[src/hw/rtl/ttyld_ram.sv]
`timescale 1ns / 1ps
// simple dual-port ram, one write port and one registered read port
// no dependencies
module ttyld_ram #(
   parameter int DEPTH = 128,
   parameter int WIDTH = 8
) (
   input  logic                     clock,
   input  logic                     wr_en,
   input  logic [$clog2(DEPTH)-1:0] wr_addr,
   input  logic [WIDTH-1:0]         wr_data,
   input  logic                     rd_en,
   input  logic [$clog2(DEPTH)-1:0] rd_addr,
   output logic [WIDTH-1:0]         rd_data
);

   logic [WIDTH-1:0] store_ff [DEPTH];
   logic [WIDTH-1:0] rd_data_ff;

   always_ff @(posedge clock) begin
      if (wr_en) begin
         store_ff[wr_addr] <= wr_data;
      end
   end

   always_ff @(posedge clock) begin
      if (rd_en) begin
         rd_data_ff <= store_ff[rd_addr];
      end
   end

   assign rd_data = rd_data_ff;

endmodule

[config.mk]
export PLATFORM = sky130hd
export DESIGN_NAME = ttyld_ram
export DESIGN_NICKNAME = d
export VERILOG_FILES = /design/src/hw/rtl/ttyld_ram.sv
export SDC_FILE = /design/constraint.sdc
export NUM_CORES = 1
export LEC_CHECK = 0
export BUFFER_PORTS_ARGS = -buffer_cell sky130_fd_sc_hd__clkbuf_2
export CAP_MARGIN = 30
export CORE_AREA = 5 5 304 306
export DETAILED_ROUTE_END_ITERATION = 16
export DIE_AREA = 0 0 309 311
export PLACE_DENSITY = 0.69
export SETUP_SLACK_MARGIN = 0.5
export SKIP_LAST_GASP = 1
export SLEW_MARGIN = 20
export SYNTH_ARGS = -nofsm -noshare
export SYNTH_HDL_FRONTEND = slang
export SYNTH_SLANG_ARGS = --single-unit
[constraint.sdc]
create_clock -name clock -period 2.9 [get_ports clock]
set_input_delay 0.29 -clock clock [delete_from_list [all_inputs] [get_ports clock]]
set_output_delay 0.29 -clock clock [all_outputs]
set_load 0.01 [all_outputs]
==> metrics, run 1 <==
Setup Skew=roughly 0.045 ns; placeable core region=between 80,000 and 90,000 µm²; area grow syn2layout=17.5%; Arr. time, crit path=~3.0 ns; vias in the first global route=a little under 20,000; Vert. Die Dim=311 µm; top area cells in the synthesized netlist=edfxtp_1 (78%), mux4_2 (19%), nor2_1 (1.2%); routed vias/inst=between 5 and 6; Worst Reg-to-Reg Cells=4; final hold viol count=0; Total GRT Usage=19.2%; Slew HR=about two fifths; Place WS=-0.231 ns; Ports=33; Core Util, Final=between 50% and 60%; most frequent CP cell=mux4_2; hold buffers post-CTS=0; unique cell type count in the Yosys netlist=16; clk_lat worst skew=0.68 ns; drt first pass iters=5; period utilization=88.4%; Cells after Synth=1,635; Initial Utilization=between 40% and 50%; Max Fclk=about 0.39 GHz; EDFF count, synth=~1,000; run status=finished, final reports clean; Reg area=31,000 µm²; global route total overflow=0; DRT Wirelength=a little over 90,000 µm; fin cells=roughly 3,200; via count=roughly 19,000; Num CTS Buffers=99; Iteration-0 DRC Markers=roughly 2,200; Sink Count=about 1,000; layout cells sized above 1=a little under two fifths; initial antenna violation count=7; minimum clock period after layout=between 2 and 3 ns; number of synthesized register bits=approximately 1,000; Critical Path Max Stage Delay=around 0.58 ns; Critical Path End Type=register; fin area=approximately 47,000 µm²; slowest CP cell=mux4_2; crit-path max FO=1; DR WL/cell=slightly below 30 µm; Setup CP Type=register to register; Critical Path Stages=4; ANT nets after route=0; worst path bufs/invs=0; Placed Instance Area=between 40,000 and 50,000 µm²; RSZ-0062 raised after global routing=yes; Slew @ Worst Pin=0.911 ns; largest net degree at the start of global routing=86; Setup violations, final=0; setup_tns=0 ns; Routability Congestion=around 0.8; Hold Path Depth=1; residual DRC count=0; die area=96,100 µm²; PnR worst setup slack=around 0.34 ns; Main synth FF type=edfxtp_1; Worst Path Required=around 3.3 ns; CTS Buffer Depth=3; crit-path leading delay family=multiplexers; max-cap violations=0; Hold Worst Slack=about 0.037 ns; row count=110; Clock Pin Slew Worst Setup and Hold Paths=about 0.060 ns; TritonCTS clock tree=built; worst vdd rail ir drop=around 540 µV; ys async rst share=0%; reg2reg setup slack=between 0.3 and 0.4 ns; first-pass GRT wire length=~140,000 µm; syn_area_per_cell=between 20 and 25 µm²; Final Max Slew Viols=0; Filler Cell Count=between 6,000 and 7,000; type of the most critical hold path=input pin to register; cell with the most instances after synthesis=edfxtp_1; crit path launch type=register; synth cell count leaders=edfxtp_1 (1,032), mux4_2 (336), nor2_1 (122), clkbuf_1 (44), buf_1 (18); Pwr Total=around 32 mW; nets=1,930; Mapped Nets=1,660; die width=~310 µm; share of the synthesized area in the top cell type=between 70% and 80%; leakage power=14.8 nW; H-tree depth=3; clock root cell=clkbuf_16; mapped cell area=between 30,000 and 40,000 µm²; power per cell area=681 nW/µm²; Placed Instances=2,979; area occupied by multi-input gates=8380 µm²; sequential area share after synthesis=about 80%; Port Buffers=32; critical-path cell list=mux4_2 > mux4_2 > mux4_2 > mux2_2; post-synth top area cell=edfxtp_1; Synth Warn #=0; DP HPWL=57,800 µm
worst register-to-register path, cell delays in order (launching register included):
cell and delay [ns]:
edfxtp_1 0.38, mux4_2 0.53, mux4_2 0.55, mux4_2 0.58
mux2_2 0.30
final timing paths:
path	from	endpoint
worst min-delay path	wr_data[4]	store_ff[92][4]$_DFFE_PP_
worst max register to register	store_ff[77][1]$_DFFE_PP_	rd_data[1]$_DFFE_PP_
worst max-delay path	store_ff[77][1]$_DFFE_PP_	rd_data[1]$_DFFE_PP_
worst min register to register	store_ff[14][2]$_DFFE_PP_	rd_data[2]$_DFFE_PP_
cell families after synthesis:
group                  count (synthesis)  share of synthesized area, %
multiplexers                         344                          19.3
AND/OR/NAND/NOR                      170                          1.75
flip-flops                          1032                          78.0
buffers and inverters                 89                          1.01
layer usage:
metal	global-route usage, %	routed length [µm]
met1	27.2	36300
met4	4.08	1640
met2	31.8	46700
met3	3.70	7790
met5	0	27
placed cells by master, fill, tap and decap left out, drive strengths merged:
cell type / instances
nand2b: 2
nor2: 122
buf: 238
clkinv: 49
nor3: 9
inv: 5
nor2b: 7
bufinv: 18
clkbuf: 129
or3: 1
edfxtp: 1032
nand2: 14
mux4: 336
mux2: 8
diode: 2
clkinvlp: 5
nand3: 12
nand4: 3
flip-flops by register name (all words and copies together), names as in the netlist:
register  flops
store_ff   1024
rd_data       8
power breakdown:
| part | internal (mW) | switching (mW) |
|---|---|---|
| Clock | 7.94 | 5.66 |
| Sequential | 16.5 | 0.0364 |
| Combinational | 0.736 | 0.929 |
| Total | 25.2 | 6.63 |
timing repair:
action,CTS,global route
resized for setup,5,1
buffers inserted,0,0
pin swaps,0,0
endpoints found under the setup margin,8,8
area by class of cell:
type / count / share of cell area [%]
sequential: 1032 / 66.3
multi-input combinational: 514 / 17.9
clock buffer: 109 / 5.38
timing repair buffer: 258 / 5.13
tap: 1176 / 3.15
clock inverter: 77 / 2.04
antenna: 2 / 0.0107
(Power assumes the default switching activity.)
==> run 2, diff against run 1 <==
Settings changed: CORE_AREA 5 5 304 306 to 5 5 275 277, DIE_AREA 0 0 309 311 to 0 0 280 282, PLACE_DENSITY 0.69 to 0.8.
==> run 2 against run 1 <==
Setup slack worse by 0.062 ns. Die area shrank 18%. Clock power shrank 9%. Register-to-register slack got worse by 0.06 ns. Hold slack got worse by 0.011 ns. Cell count down 7.3%. Critical endpoint is now rd_data[4]$_DFFE_PP_.
==> metrics, run 2 (synthesized netlist as in run 1, its figures left out) <==
worst vdd rail ir drop=504 µV (-6.4%); leakage power=14.6 nW (-1.5%); most common cell after layout, fill and taps aside=edfxtp_1; area grow syn2layout=15.7%; CTS Buffer Depth=3 (unchanged); routed vias/inst=6.73 (+14%); first-pass GRT wire length=144,000 µm (+6.7%); Int Pwr=24.2 mW (-4.0%); Psw=6.47 mW (-2.3%); Max Fclk=0.381 GHz (-2.3%); clk_lat worst skew=0.67 ns (about the same); Critical Path Max Stage Delay=0.58 ns (about the same); Clock Pin Slew Worst Setup and Hold Paths=0.07 ns (about the same); Ports=33 (unchanged); most frequent CP cell=mux4_2; Biggest register=store_ff; Comb pwr share=5.5% (+0.3 points); RSZ-0062 raised after global routing=yes; placeable core region=72,600 µm² (-19%); Reg power frac=53.9% (+1.9 points); Setup CP Type=register to register; run status=finished, final reports clean; global route total overflow=0 (unchanged); nets=1,921 (-0.47%); Clk pwr share=40.6% (-2.2 points); ANT nets after route=0 (unchanged); via count=19,784 (+5.7%); Slew @ Worst Pin=0.963 ns (+0.0519 ns); Setup Skew=0.0328 ns (-0.0120 ns); Sink Count=1,032 (unchanged); minimum clock period after layout=2.62 ns (+0.0616 ns); Critical Path End Type=register; worst path bufs/invs=0 (unchanged); Iteration-0 DRC Markers=3,140 (+43%); Setup violations, final=0 (unchanged); layout cells sized above 1=37.1% (-0.81 points); row count=99 (-10%); DRT Wirelength=99,500 µm (+7.6%); largest net degree at the start of global routing=129 (+50%); critical-path cell list=mux4_2 > mux4_2 > mux4_2 > mux2_4; max reg flops=1,024 (unchanged); TritonCTS clock tree=built; DR WL/cell=33.9 µm (+16%); leading cell types in the layout, fill and taps excluded=edfxtp_1 (1,032), mux4_2 (336), buf_4 (191); Final Max Slew Viols=0 (unchanged); Filler Cell Count=4,486 (-32%); initial antenna violation count=5 (-2); Port Buffers=32 (unchanged); Routability Congestion=0.825 (+3.2%); residual DRC count=0 (unchanged); slowest CP cell=mux4_2; type of the most critical hold path=input pin to register; die area=79,000 µm² (-18%); Vert. Die Dim=282 µm (-9.3%); setup_tns=0 ns (unchanged); vias in the first global route=20,205 (+4.7%); crit path launch type=register; Hold Worst Slack=0.0264 ns (-0.0111 ns); clock root cell=clkbuf_16; Slew HR=35.5% (-3.7 points); Worst Path Required=3.32 ns (about the same); hold buffers post-CTS=0 (unchanged); power per cell area=666 nW/µm² (-2.1%); Arr. time, crit path=3.05 ns (+0.06 ns); crit-path leading delay family=multiplexers; Pwr Total=30.6 mW (-3.6%); Net Sw Frac=21.1% (+0.29 points); area occupied by multi-input gates=8370 µm² (about the same); Num CTS Buffers=97 (-2.0%); crit-path max FO=1 (unchanged); DP HPWL=57,400 µm (-0.73%); drt first pass iters=5 (unchanged); period utilization=90.5% (+2.1 points); max-cap violations=0 (unchanged); Total GRT Usage=25.4% (+6.2 points); die width=280 µm (-9.4%); Initial Utilization=54.8% (+10 points); H-tree depth=3 (unchanged); final hold viol count=0 (unchanged); Reg area=31,000 µm² (unchanged)
==> run 2: cell types whose count changed in the layout (fill, tap and decap cells not counted), sizes merged <==
cell	change
diode	+3
buf	-7
bufinv	-11
clkinvlp	-1
clkbuf	+10
clkinv	-5
inv	-2
==> run 2: cell type report <==
cell class / count / share of cell area, %
Antenna cell: 5 / 0.0272
Clock buffer: 119 / 5.60
Clock inverter: 58 / 1.10
Multi-Input combinational cell: 514 / 18.2
Sequential cell: 1032 / 67.4
Tap cell: 959 / 2.61
Timing Repair Buffer: 251 / 5.04
==> run 2: path summary, 6_finish.rpt <==
path              cells past startpoint                    endpoint  slack (ns)                 startpoint
setup / recovery                      4        rd_data[4]$_DFFE_PP_        0.28  store_ff[12][4]$_DFFE_PP_
hold / removal                        1  store_ff[101][1]$_DFFE_PP_        0.03                 wr_data[1]
setup reg to reg                      4        rd_data[4]$_DFFE_PP_        0.28  store_ff[12][4]$_DFFE_PP_
hold reg to reg                       4        rd_data[0]$_DFFE_PP_        1.23  store_ff[37][0]$_DFFE_PP_
==> run 2: power by group through the flow <==
stage,logic (mW),clock network (mW),registers (mW)
finish,1.69,12.4,16.5
global route,1.75,13.2,16.5
CTS,1.66,12.5,16.5
detailed placement,1.62,0,16.8
global placement,1.56,0,16.8
floorplan,0.895,0,16.8
==> run 2: stage by stage <==
stage | worst slack, ns | cell area [µm²] | util [%] | cells
2_1_floorplan | 0.271 | 40100 | - | 1635
3_3_place_gp | -0.143 | 42800 | 59.0 | 2753
3_5_place_dp | -0.175 | 42800 | 59.0 | 2753
4_1_cts | 0.297 | 45900 | 63.2 | 2930
5_1_grt | 0.248 | 46000 | 63.3 | 2934
6_report | 0.276 | 46000 | 63.3 | 2938
==> run 2: per-layer routing <==
layer | wire, µm | GRT usage [%] | vias to the layer above
li1 | - | - | 7557
met1 | 34200 | 33.5 | 10345
met2 | 50300 | 42.3 | 1603
met3 | 10700 | 5.85 | 279
met4 | 4300 | 9.88 | 0
met5 | 0 | 0 | -
==> run 2: timing repair <==
action | CTS | global route
resized for setup | 1 | 4
setup buffers | 0 | 0
setup endpoints to repair | 8 | 8
endpoints found under the hold margin | 0 | 0
==> run 3, diff against run 2 <==
Settings changed: CORE_AREA 5 5 275 277 to 5 5 370 372, DIE_AREA 0 0 280 282 to 0 0 375 377, PLACE_DENSITY 0.8 to 0.52.
==> run 3 against run 2 <==
Combinational power about the same. Hold slack improved by 0.096 ns. Maximum frequency increased by 1.1%. Cell area increased by 3.0%. Highest routed layer is now met5. Non-clock buffer count decreased by 5. Register-to-register slack improved by 0.03 ns.
==> metrics, run 3 (synthesized netlist as in run 1, its figures left out) <==
Iteration-0 DRC Markers=1,777 (-43%); drt first pass iters=6 (+1); Clock Pin Slew Worst Setup and Hold Paths=0.06 ns (about the same); setup_tns=0 ns (unchanged); area grow syn2layout=19.2%; power per cell area=679 nW/µm² (+1.9%); largest net degree at the start of global routing=90 (-30%); leading cell types in the layout, fill and taps excluded=edfxtp_1 (1,032), mux4_2 (336), buf_4 (194); Arr. time, crit path=3.02 ns (-0.03 ns); DRT Wirelength=99,900 µm (+0.48%); Setup CP Type=register to register; Critical Path End Type=register; critical-path cell list=mux4_2 > mux4_2 > mux4_2 > mux2_2; Vert. Die Dim=377 µm (+34%); minimum clock period after layout=2.60 ns (-0.0274 ns); Initial Utilization=29.9% (-25 points); first-pass GRT wire length=142,000 µm (-1.4%); Sink Count=1,032 (unchanged); Max Fclk=0.385 GHz (+1.1%); H-tree depth=3 (unchanged); type of the most critical hold path=input pin to register; final hold viol count=0 (unchanged); Critical Path Max Stage Delay=0.57 ns (about the same); clk_lat worst skew=0.67 ns (about the same); Placed Instances=3,560 (+29%); Setup Skew=0.0196 ns (-0.0132 ns); die width=375 µm (+34%); postcts setup bufs=0 (unchanged); CTS Buffer Depth=3 (unchanged); Ports=33 (unchanged); placeable core region=133,000 µm² (+83%); max reg flops=1,024 (unchanged); Final Max Slew Viols=0 (unchanged); layout cells sized above 1=37.9% (+0.83 points); ANT nets after route=0 (unchanged); run status=finished, final reports clean; residual DRC count=0 (unchanged); max-cap violations=0 (unchanged); crit path launch type=register; Slew HR=42.8% (+7.2 points); row count=134 (+35%); initial antenna violation count=12 (+7); crit-path max FO=1 (unchanged); routed vias/inst=4.85 (-28%); Clk pwr share=43.3% (+2.7 points); Net Sw Frac=21.0% (-0.11 points); most frequent CP cell=mux4_2; vias in the first global route=19,064 (-5.6%); TritonCTS clock tree=built; Reg power frac=51.4% (-2.5 points); Slew @ Worst Pin=0.855 ns (-0.108 ns); DR WL/cell=26.5 µm (-22%); Routability Congestion=0.807 (-2.2%); Port Buffers=32 (unchanged); fin cells=3,766 (+28%); Comb pwr share=5.2% (-0.3 points); worst vdd rail ir drop=543 µV (+7.7%); Pwr Total=32.1 mW (+4.9%); DP HPWL=63,900 µm (+11%); Int Pwr=25.4 mW (+5.1%); global route total overflow=0 (unchanged); Total GRT Usage=13.9% (-12 points); Num CTS Buffers=108 (+11%); leakage power=14.7 nW (+1.3%); most common cell after layout, fill and taps aside=edfxtp_1; die area=141,000 µm² (+79%); Setup violations, final=0 (unchanged); RSZ-0062 raised after global routing=yes; Worst Path Required=3.32 ns (about the same); via count=18,273 (-7.6%); slowest CP cell=mux4_2; nets=1,927 (+0.31%); clock root cell=clkbuf_16; Psw=6.76 mW (+4.4%); period utilization=89.5% (-0.95 points); Biggest register=store_ff
-- run 3: repair_timing --
item | in CTS | in global routing
hold buffers | 0 | 0
endpoints found under the setup margin | 8 | 8
resized for setup | 5 | 2
gates cloned | 0 | 0
-- run 3: metrics by stage --
| step | util [%] | setup WS, ns | hold slack (ns) | instance area (µm²) |
|---|---|---|---|---|
| final | 35.6 | 0.303 | 0.122 | 47400 |
| after global routing | 35.6 | 0.270 | 0.0756 | 47400 |
| after CTS | 35.6 | 0.287 | 0.0743 | 47400 |
| after detailed placement | 32.9 | -0.350 | 0.813 | 43700 |
| after global placement | 32.9 | -0.343 | 0.814 | 43700 |
| after floorplan | - | 0.271 | 0.389 | 40100 |
-- run 3: per-layer routing --
metal,part of all wire (%),vias to the layer above,GRT usage [%],wire [µm]
met1,42,9908,18.7,41600
met5,0.047,-,0,47
li1,-,7586,-,-
met4,2.8,6,3.80,2780
met3,7.0,153,3.40,7040
met2,48,620,22.7,48500
-- run 3: area by class of cell --
class | instances | area, µm²
fillers | 12079 | 85600
flip-flops and latches | 1032 | 31000
multi-input cells | 514 | 8380
clock buffers | 123 | 2800
well taps | 1768 | 2210
repair buffers | 246 | 2170
clock inverters | 79 | 802
diodes | 4 | 10.0
-- run 3: worst max-delay path: cells and delay by family, from the launching register on --
family / cells / cell delay (ns)
DFF: 1 / 0.37
muxes: 4 / 1.99
-- run 3: power groups by stage --
stage / clock network (mW) / registers, mW / logic [mW]
after floorplan: 0 / 16.8 / 0.895
after global placement: 0 / 16.8 / 1.68
after detailed placement: 0 / 16.9 / 1.71
after CTS: 14.2 / 16.5 / 1.72
after global routing: 14.9 / 16.5 / 1.78
final: 13.9 / 16.5 / 1.68
-- run 3: path summary, 6_finish.rpt --
path / start / to / slack (ns) / cells after the start
max reg2reg: store_ff[29][1]$_DFFE_PP_ / rd_data[1]$_DFFE_PP_ / 0.30 / 4
min reg2reg: store_ff[54][0]$_DFFE_PP_ / rd_data[0]$_DFFE_PP_ / 1.24 / 4
min: wr_data[4] / store_ff[10][4]$_DFFE_PP_ / 0.12 / 1
max: store_ff[29][1]$_DFFE_PP_ / rd_data[1]$_DFFE_PP_ / 0.30 / 4
